## src/rtl/brfo_pkg.sv

```systemverilog
// Shared types and constants of the byte ring FIFO.
// No dependencies; used by the controller, datapath, top level and checker.
`timescale 1ns / 1ps

package brfo_pkg;

    localparam int STATUS_W = 3;
    localparam int DATA_W   = 8;
    localparam int CFG_W    = 9;

    // Result status codes.
    localparam logic [STATUS_W-1:0] ST_READ_OK     = 3'd0;
    localparam logic [STATUS_W-1:0] ST_EMPTY       = 3'd1;
    localparam logic [STATUS_W-1:0] ST_WRITTEN     = 3'd2;
    localparam logic [STATUS_W-1:0] ST_OVERWRITTEN = 3'd3;
    localparam logic [STATUS_W-1:0] ST_NOT_WRITTEN = 3'd4;

    // Request types.
    localparam logic REQ_READ  = 1'b0;
    localparam logic REQ_WRITE = 1'b1;

    // Commands from the controller to the datapath.
    typedef struct packed {
        logic capture;
        logic exec;
        logic respond;
    } brfo_cmd_t;

endpackage

```

## src/rtl/brfo_ram.sv

```systemverilog
// Generic single-port-write, single-port-read RAM with registered read data.
// No dependencies.
`timescale 1ns / 1ps

module brfo_ram #(
    parameter int WIDTH = 8,
    parameter int DEPTH = 256
) (
    input  logic                     clk,
    input  logic                     we,
    input  logic [$clog2(DEPTH)-1:0] waddr,
    input  logic [WIDTH-1:0]         wdata,
    input  logic                     re,
    input  logic [$clog2(DEPTH)-1:0] raddr,
    output logic [WIDTH-1:0]         rdata
);

    logic [WIDTH-1:0] mem_reg [DEPTH];
    logic [WIDTH-1:0] rdata_reg;

    // Write port.
    always_ff @(posedge clk)
    begin
        if (we)
        begin
            mem_reg[waddr] <= wdata;
        end
    end

    // Registered read port.
    always_ff @(posedge clk)
    begin
        if (re)
        begin
            rdata_reg <= mem_reg[raddr];
        end
    end

    assign rdata = rdata_reg;

endmodule

```

## src/rtl/brfo_ctrl.sv

```systemverilog
// Controller state machine of the byte ring FIFO.
// Depends on brfo_pkg for the command struct.
`timescale 1ns / 1ps

module brfo_ctrl
    import brfo_pkg::*;
(
    input  logic      clk,
    input  logic      rst_n,
    input  logic      start,
    output logic      busy,
    output logic      done,
    output brfo_cmd_t cmd
);

    typedef enum logic [2:0] {
        S_IDLE = 3'b001,
        S_EXEC = 3'b010,
        S_DONE = 3'b100
    } brfo_state_t;

    brfo_state_t state_reg;
    brfo_state_t state_next;

    // Next-state logic: one item walks through execute and respond.
    always_comb
    begin
        state_next = state_reg;
        unique case (state_reg)
            S_IDLE:
            begin
                if (start)
                begin
                    state_next = S_EXEC;
                end
            end
            S_EXEC:  state_next = S_DONE;
            S_DONE:  state_next = S_IDLE;
            default: state_next = S_IDLE;
        endcase
    end

    // State register.
    always_ff @(posedge clk or negedge rst_n)
    begin
        if (!rst_n)
        begin
            state_reg <= S_IDLE;
        end
        else
        begin
            state_reg <= state_next;
        end
    end

    // Commands and handshake outputs.
    assign busy        = (state_reg != S_IDLE);
    assign cmd.capture = (state_reg == S_IDLE) && start;
    assign cmd.exec    = (state_reg == S_EXEC);
    assign cmd.respond = (state_reg == S_DONE);
    assign done        = cmd.respond;

endmodule

```

## src/rtl/brfo_dp.sv

```systemverilog
// Datapath of the byte ring FIFO: pointers, flags, length and byte memory.
// Depends on brfo_pkg and instantiates brfo_ram.
`timescale 1ns / 1ps

module brfo_dp
    import brfo_pkg::*;
#(
    parameter int DEPTH = 256
) (
    input  logic                clk,
    input  logic                rst_n,
    input  brfo_cmd_t           cmd,
    input  logic                req_type,
    input  logic [DATA_W-1:0]   write_data,
    input  logic                overwrite_enable,
    input  logic                cfg_we,
    input  logic [CFG_W-1:0]    cfg_wdata,
    output logic [STATUS_W-1:0] status,
    output logic [DATA_W-1:0]   read_data,
    output logic                data_lost
);

    localparam int PTR_W     = $clog2(DEPTH);
    localparam int CMP_W     = (PTR_W + 1 > CFG_W) ? PTR_W + 1 : CFG_W;
    localparam int RESET_LEN = (DEPTH < 256) ? DEPTH : 256;
    localparam logic [PTR_W-1:0] LAST_RST = PTR_W'(RESET_LEN - 1);

    // Captured request.
    logic              req_type_reg;
    logic [DATA_W-1:0] write_data_reg;
    logic              ovr_reg;

    // Ring state.
    logic [PTR_W-1:0]    rd_ptr_reg, rd_ptr_next;
    logic [PTR_W-1:0]    wr_ptr_reg, wr_ptr_next;
    logic                full_reg, full_next;
    logic                lost_reg, lost_next;
    logic [PTR_W-1:0]    last_reg, last_next;
    logic [STATUS_W-1:0] status_reg, status_next;

    logic [PTR_W-1:0]  rd_adv;
    logic [PTR_W-1:0]  wr_adv;
    logic              ram_we;
    logic              ram_re;
    logic [DATA_W-1:0] ram_rdata;
    logic [CMP_W-1:0]  len_wide;
    logic [CMP_W-1:0]  len_clamped;

    // Request capture at acceptance.
    always_ff @(posedge clk)
    begin
        if (cmd.capture)
        begin
            req_type_reg   <= req_type;
            write_data_reg <= write_data;
            ovr_reg        <= overwrite_enable;
        end
    end

    // Pointer advance with wrap at the programmed length.
    assign rd_adv = (rd_ptr_reg == last_reg) ? '0 : rd_ptr_reg + 1'b1;
    assign wr_adv = (wr_ptr_reg == last_reg) ? '0 : wr_ptr_reg + 1'b1;

    // Length clamp: zero acts as one, values past the memory act as its depth.
    always_comb
    begin
        len_wide = CMP_W'(cfg_wdata);
        if (len_wide == '0)
        begin
            len_clamped = CMP_W'(1);
        end
        else if (len_wide > CMP_W'(DEPTH))
        begin
            len_clamped = CMP_W'(DEPTH);
        end
        else
        begin
            len_clamped = len_wide;
        end
    end

    // Request execution and configuration writes.
    always_comb
    begin
        rd_ptr_next = rd_ptr_reg;
        wr_ptr_next = wr_ptr_reg;
        full_next   = full_reg;
        lost_next   = lost_reg;
        last_next   = last_reg;
        status_next = status_reg;
        ram_we      = 1'b0;
        ram_re      = 1'b0;
        if (cfg_we)
        begin
            // A new length empties the ring but keeps the lost flag.
            last_next   = PTR_W'(len_clamped - 1'b1);
            rd_ptr_next = '0;
            wr_ptr_next = '0;
            full_next   = 1'b0;
        end
        else if (cmd.exec)
        begin
            if (req_type_reg == REQ_READ)
            begin
                if ((rd_ptr_reg == wr_ptr_reg) && !full_reg)
                begin
                    status_next = ST_EMPTY;
                end
                else
                begin
                    ram_re      = 1'b1;
                    rd_ptr_next = rd_adv;
                    full_next   = 1'b0;
                    status_next = ST_READ_OK;
                end
            end
            else if (!full_reg)
            begin
                ram_we      = 1'b1;
                wr_ptr_next = wr_adv;
                full_next   = (wr_adv == rd_ptr_reg);
                status_next = ST_WRITTEN;
            end
            else if (ovr_reg)
            begin
                // Replace the oldest byte; the ring stays full.
                ram_we      = 1'b1;
                wr_ptr_next = wr_adv;
                rd_ptr_next = wr_adv;
                lost_next   = 1'b1;
                status_next = ST_OVERWRITTEN;
            end
            else
            begin
                status_next = ST_NOT_WRITTEN;
            end
        end
    end

    // Ring state registers.
    always_ff @(posedge clk or negedge rst_n)
    begin
        if (!rst_n)
        begin
            rd_ptr_reg <= '0;
            wr_ptr_reg <= '0;
            full_reg   <= 1'b0;
            lost_reg   <= 1'b0;
            last_reg   <= LAST_RST;
            status_reg <= ST_EMPTY;
        end
        else
        begin
            rd_ptr_reg <= rd_ptr_next;
            wr_ptr_reg <= wr_ptr_next;
            full_reg   <= full_next;
            lost_reg   <= lost_next;
            last_reg   <= last_next;
            status_reg <= status_next;
        end
    end

    // Byte memory.
    brfo_ram #(
        .WIDTH (DATA_W),
        .DEPTH (DEPTH)
    ) u_ram (
        .clk   (clk),
        .we    (ram_we),
        .waddr (wr_ptr_reg),
        .wdata (write_data_reg),
        .re    (ram_re),
        .raddr (rd_ptr_reg),
        .rdata (ram_rdata)
    );

    // Result fields; read data is zero unless the read succeeded.
    assign status    = status_reg;
    assign read_data = (status_reg == ST_READ_OK) ? ram_rdata : '0;
    assign data_lost = lost_reg;

endmodule

```

## src/rtl/byte_ring_fifo_overwrite_top.sv

```systemverilog
// Top level of the byte ring FIFO with overwrite of the oldest byte.
// Depends on brfo_pkg; instantiates brfo_ctrl and brfo_dp.
//
// Channel   Handshake         Fields
// request   start / busy      req_type, write_data, overwrite_enable
// result    done (strobe)     status, read_data, data_lost
// config    cfg_we            cfg_wdata (buffer_length)
//
// An item accepted at an edge moves through the execute state and then the done state,
// where its done strobe is shown; busy then drops and the next item can be accepted.
// The done state follows the registered read of the byte RAM issued in the execute step.
// Reset clears pointers, flags and the controller; the RAM needs no clearing pass.
// The result cannot be stalled: done is high for exactly one cycle.
`timescale 1ns / 1ps

module byte_ring_fifo_overwrite_top
    import brfo_pkg::*;
#(
    parameter int DEPTH = 256
) (
    input  logic                clk,
    input  logic                rst_n,
    input  logic                start,
    output logic                busy,
    input  logic                req_type,
    input  logic [DATA_W-1:0]   write_data,
    input  logic                overwrite_enable,
    output logic                done,
    output logic [STATUS_W-1:0] status,
    output logic [DATA_W-1:0]   read_data,
    output logic                data_lost,
    input  logic                cfg_we,
    input  logic [CFG_W-1:0]    cfg_wdata
);

    brfo_cmd_t cmd;

    // Sequencing of one item.
    brfo_ctrl u_ctrl (
        .clk   (clk),
        .rst_n (rst_n),
        .start (start),
        .busy  (busy),
        .done  (done),
        .cmd   (cmd)
    );

    // Ring state and storage.
    brfo_dp #(
        .DEPTH (DEPTH)
    ) u_dp (
        .clk              (clk),
        .rst_n            (rst_n),
        .cmd              (cmd),
        .req_type         (req_type),
        .write_data       (write_data),
        .overwrite_enable (overwrite_enable),
        .cfg_we           (cfg_we),
        .cfg_wdata        (cfg_wdata),
        .status           (status),
        .read_data        (read_data),
        .data_lost        (data_lost)
    );

endmodule

```

## config.mk

```make
export PLATFORM = sky130hd
export DESIGN_NAME = byte_ring_fifo_overwrite_top
export DESIGN_NICKNAME = d
export VERILOG_FILES = /design/src/rtl/brfo_pkg.sv /design/src/rtl/brfo_ram.sv /design/src/rtl/brfo_ctrl.sv /design/src/rtl/brfo_dp.sv /design/src/rtl/byte_ring_fifo_overwrite_top.sv
export SDC_FILE = /design/constraint.sdc
export NUM_CORES = 2
export LEC_CHECK = 0
export BUFFER_PORTS_ARGS = -buffer_cell sky130_fd_sc_hd__buf_4
export CAP_MARGIN = 0
export CORE_ASPECT_RATIO = 1.1
export CORE_MARGIN = 10
export CORE_UTILIZATION = 45
export CTS_BUF_LIST = sky130_fd_sc_hd__clkbuf_16
export CTS_CLUSTER_DIAMETER = 100
export DETAILED_ROUTE_END_ITERATION = 8
export SLEW_MARGIN = 15
export SYNTH_ARGS = -nofsm -noshare
export SYNTH_HDL_FRONTEND = slang
export SYNTH_SLANG_ARGS = --single-unit
```

## constraint.sdc

```tcl
create_clock -name clk -period 7.65 [get_ports clk]
set_input_delay 1.1475 -clock clk [delete_from_list [all_inputs] [get_ports clk]]
set_output_delay 1.1475 -clock clk [all_outputs]
set_load 0.005 [all_outputs]
```

Word level (Yosys, flattened, before mapping)

Memories as Yosys holds them, arrays and structs flattened. A register that Yosys moved wholly into a read port is not among the register bits.
Index checks and enable logic that the tools add are counted.
W data, S select, Z words.

Register bits: 42
Memory bits (writable): 2,048
Output and inout port bits: 14
Word-level logic and storage cells: 78
Memories kept: 1

Memories:

| memory             | depth | bits a word | read ports | clocked after memory_dff | write ports | RTL line       | text |
|---|---|---|---|---|---|---|---|
| u_dp.u_ram.mem_reg | 256   | 8           | 1          | 1                        | 1           | brfo_ram.sv:18 | `logic [WIDTH-1:0] mem_reg [DEPTH];` |

Add/sub/neg operators: 3
$lt $le $gt $ge: 1
Equality and inequality tests: 13
Mux-type cells: 37
Bitwise gates (word level): 1
Reduce and logical (&&, ||, !) cells: 12

Operators with widths:

| cell                  | number |
|---|---|
| $mux W8               | 15 |
| $eq A8 B8 Y1          | 4 |
| $mux W1               | 17 |
| $add A8 B1 Y8 const B | 2 |
| $mux W3               | 4 |
| $gt A9 B9 Y1 const B  | 1 |
| $logic_not A9 Y1      | 1 |
| $sub A8 B1 Y8 const B | 1 |
| $ne A3 B2 Y1 const B  | 2 |
| $ne A3 B3 Y1 const B  | 2 |
| $pmux W3 S2           | 1 |
| $reduce_and A5 Y1     | 1 |
| $reduce_and A2 Y1     | 2 |
| $reduce_and A4 Y1     | 1 |
| $reduce_bool A2 Y1    | 2 |
| $eq A3 B1 Y1 const B  | 1 |
| $eq A3 B2 Y1 const B  | 1 |
| $eq A3 B3 Y1 const B  | 1 |
| $logic_not A3 Y1      | 1 |
| $ne A3 B1 Y1 const B  | 1 |
| $reduce_and A3 Y1     | 1 |
| $logic_and A1 B1 Y1   | 2 |
| $ne A2 B2 Y1 const B  | 1 |
| $logic_not A1 Y1      | 1 |
| $not A1 Y1            | 1 |

Longest topological paths before layout

Depth after elaboration: 7
Mapped depth: 12

Hierarchy

From an unflattened synthesis, not the netlist that was laid out.

Cells, all modules: 4,025
Area total of the unflattened synthesis: 82,454.1 um^2

By module, submodules not included:

| module    | instances | cells each | area each (um^2) | sequential area each (um^2) |
|---|---|---|---|---|
| brfo_ram  | 1         | 3,733      | 79,636.4         | 61,739.2 |
| brfo_dp   | 1         | 281        | 2,673.8          | 1,037.2 |
| brfo_ctrl | 1         | 11         | 143.9            | 76.3 |

Worst setup path after synthesis

Ideal clock, no wire load.

Path type: register to register
Start point: register u_dp.write_data_reg[0]
End point: memory u_dp.u_ram.mem_reg[0][0] (data pin)
Arrival: 3.228 ns
Required time: 6.833 ns
Setup slack: 3.604 ns
Cell stages (with the launch flop): 1
Path buffers: 0
Clock period less this slack: 4.046 ns
Path through: edfxtp_1

RTL lines:

| element                  | RTL line       | text |
|---|---|---|
| start: declaration       | brfo_dp.sv:30  | `logic [DATA_W-1:0] write_data_reg;` |
| start signal: assignment | brfo_dp.sv:55  | `write_data_reg <= write_data;` |
| end: declaration         | brfo_ram.sv:18 |  |

Straight into the memory's write port.

Worst setup path in the final report

Start point: register u_dp.rd_ptr_reg[0]
End point: register u_dp.u_ram.rdata_reg[0] (netlist: u_dp.u_ram.rdata[0]) (read register of u_dp.u_ram.mem_reg) (data pin)

Word-level cells in the longest chain between the ends: 6

RTL lines:

| element                  | RTL line       | text |
|---|---|---|
| start: declaration       | brfo_dp.sv:34  | `logic [PTR_W-1:0] rd_ptr_reg, rd_ptr_next;` |
| start signal: assignment | brfo_dp.sv:154 | `rd_ptr_reg <= rd_ptr_next;` |
| $eq A8 B8 Y1             | brfo_dp.sv:105 | `if ((rd_ptr_reg == wr_ptr_reg) && !full_reg)` |
| $logic_and A1 B1 Y1      | brfo_dp.sv:105 |  |
| $mux W1                  | brfo_dp.sv:105 |  |
| $mux W1                  | brfo_dp.sv:103 | `if (req_type_reg == REQ_READ)` |
| $mux W1                  | brfo_dp.sv:101 | `else if (cmd.exec)` |
| $mux W1                  | brfo_dp.sv:93  | `if (cfg_we)` |
| end: declaration         | brfo_ram.sv:19 | `logic [WIDTH-1:0] rdata_reg;` |

Several ways; a longest one is shown, not always the timed one.
A chain may end at the register's enable or synchronous reset.

==> metrics.csv <==
metric,value,unit
status,"finished, final reports clean",
H-tree Lvls,4,
Nets,4103,
Final HPWL DP,118000,um
async set-reset flop share out of synthesis,1.53,%
Slew @ Worst Pin,1.26,ns
Post-Syn Area,82600,sq um
input/output buffers,36,
Post-Route WL,202000,um
Syn Nets,4032,
hold_ws,0.251,ns
WL/cell,30.4,um
# clock sinks,2098,
drt initial violations,4640,
Setup-failing EPs final,0,
top cell type's share of synthesized area,75.1,%
core box area,182000,sq um
crit-path max FO,78,
"FF+latch count, synth",2098,
Final GP Congestion,0.860,
drt pass-1 iters,5,
io pins,37,
most frequent cells in the layout,"2,066 x edfxtp_1, 407 x mux4_2, 285 x nor2_1",
final core occ,50.4,%
power per cell area,329,nW/um^2
initial antenna violation count,8,
max reg flops,2048,
Clock Path Buffers,3,
Congestion Overflow GR,0,
RSZ-0062 raised after global routing,no,
grt met3 use,3.72,%
largest net degree at the start of global routing,219,
"commonest non-fill, non-tap cell in the layout",edfxtp_1,
layout cells sized above 1,20.3,%
Vias,40100,
final worst-path cycle share,59.0,%
Post-synth EDFFs,2066,
synth warn,0,
Worst-Skew Late Latency,0.86,ns
Hold Buf Count CTS,0,
Max VDD drop,0.244,mV
Layout area overhead,11.0,%
Mapped Cells,4003,
Starting Density,45.4,%
setup TNS,0,ns
Critical Path RT,8.20,ns
clk_skew,0.0385,ns
Critical Path Start Type,flip-flop,
Root Driver,clkbuf_16,
num rows,164,
Fmax,0.222,GHz
die footprint,201000,sq um
Slew Limit Fails,0,
Fillers,14400,
# resized after CTS,0,
GRT Util Overall,19.7,%
Yosys cell types,67,
Routed Antenna Nets,0,
min-delay worst type,in2async,
fin crit period,4.51,ns
Top Usage Layer GRT,met2,
Die Wd,428,um
CTS tree,built,
met1 usage,27.6,%
"Arr. time, crit path",5.07,ns
Global Route met2 Usage,31.6,%
leading area contributor after synthesis,edfxtp_1,
number of global-route vias before repair,40400,
"CTS clk-pin slew, worst paths",0.07,ns
Die Ht,469,um
share of the yosys chip area belonging to registers,76.1,%
Synth Flop Type,edfxtp_1,
Final Hold Viols,0,
via/cell ratio,6.03,
cts bufs inserted,205,
total setup buffers inserted after CTS,0,
Max-Cap Viols,0,
Worst Setup End Kind,flip-flop,
Max-slew headroom,16.0,%
Synth area leaders,"edfxtp_1 75%, mux4_2 11%, mux2i_1 2.0%",
critical path class,reg2reg,
first-pass GRT wire length,293000,um
static leakage,0.0286,uW
Post-route DRC,0,
Post-Synthesis Mean Instance Area,20.6,sq um
[area by class of cell]
cell class                      count  area, sq um  share of cell area, %
Tap cell                         2407         3010                   3.29
Multi-Input combinational cell   1646        18100                   19.7
Clock buffer                      210         5260                   5.73
Sequential cell                  2098        62900                   68.6
Clock inverter                    165         1350                   1.47
Timing Repair Buffer              112         1040                   1.14
Antenna cell                        3         7.51                0.00819
Inverter                           11         41.3                 0.0450
[report_power, final]
| part | internal, uW | switching [uW] | total, uW |
|---|---|---|---|
| sequential | 13300 | 142 | 13400 |
| combinational | 2830 | 4040 | 6870 |
| clock | 5630 | 4260 | 9890 |
[logic make-up (layout without fill, tap and decap cells)]
kind of cell	count (synthesis)	in the layout	synth area share, %
mux	611	611	14.3
simple gates	548	548	2.96
compound gates	447	447	4.05
buf+inv	259	498	2.11
fa+ha+maj	6	6	0.0909
flops	2098	2098	76.1
xor+xnor	34	34	0.361
other cells	0	3	0
[through the flow]
step	instances	instance area [sq um]	worst slack [ns]	total power, uW
after detailed placement	6274	85000	3.16	20600
after floorplan	4003	82600	3.60	18800
after global placement	6273	85000	3.09	20600
final	6652	91700	3.14	30200
after CTS	6649	91600	3.16	30400
after global routing	6650	91600	2.97	31200
[cell usage after synthesis (13+ instances only)]
cell / count
a21oi_1: 65
a22oi_1: 131
mux4_1: 37
buf_4: 17
o22ai_1: 35
o21ai_0: 31
nand4_1: 14
edfxtp_1: 2066
buf_6: 26
buf_12: 13
nand2_1: 95
a211oi_1: 19
buf_8: 18
nand2b_1: 14
nor2_1: 287
nor2b_1: 18
buf_2: 73
mux2i_1: 161
nand3_1: 44
clkbuf_1: 87
o221ai_1: 43
xnor2_1: 27
dfrtp_1: 22
and2_1: 13
a22o_1: 31
nor3_1: 19
mux4_2: 407
o32ai_1: 17
[worst max-delay path, stage by stage, from the launching register on]
cell	delay, ns
dfrtp_4	0.81
buf_12	0.58
mux4_2	0.61
a22o_1	0.26
a221oi_1	0.47
o221ai_1	0.44
a211oi_1	0.90
nor4_2	0.09
[routing by layer]
layer,wire length [um],vias up
li1,-,16900
met1,84200,21300
met2,97900,1629
met3,14700,293
met4,5540,2
met5,13,-
[path summary, 6_finish.rpt]
kind,startpoint,endpoint,slack [ns],depth (start not counted)
worst max-delay path,u_dp.rd_ptr_reg[0]$_DFFE_PN0P_,u_dp.u_ram.rdata[0]$_DFFE_PP_,3.14,7
worst min-delay path,rst_n,u_dp.rd_ptr_reg[3]$_DFFE_PN0P_,0.25,1
worst max register to register,u_dp.rd_ptr_reg[0]$_DFFE_PN0P_,u_dp.u_ram.rdata[0]$_DFFE_PP_,3.14,7
worst min register to register,u_dp.data_lost$_DFFE_PN0P_,u_dp.data_lost$_DFFE_PN0P_,0.49,1
max in group asynchronous,rst_n,u_dp.status[0]$_DFFE_PN1P_,7.05,1
min in group clk,write_data[4],u_dp.write_data_reg[4]$_DFFE_PP_,0.49,1
Power figures use the tool's default switching activity.
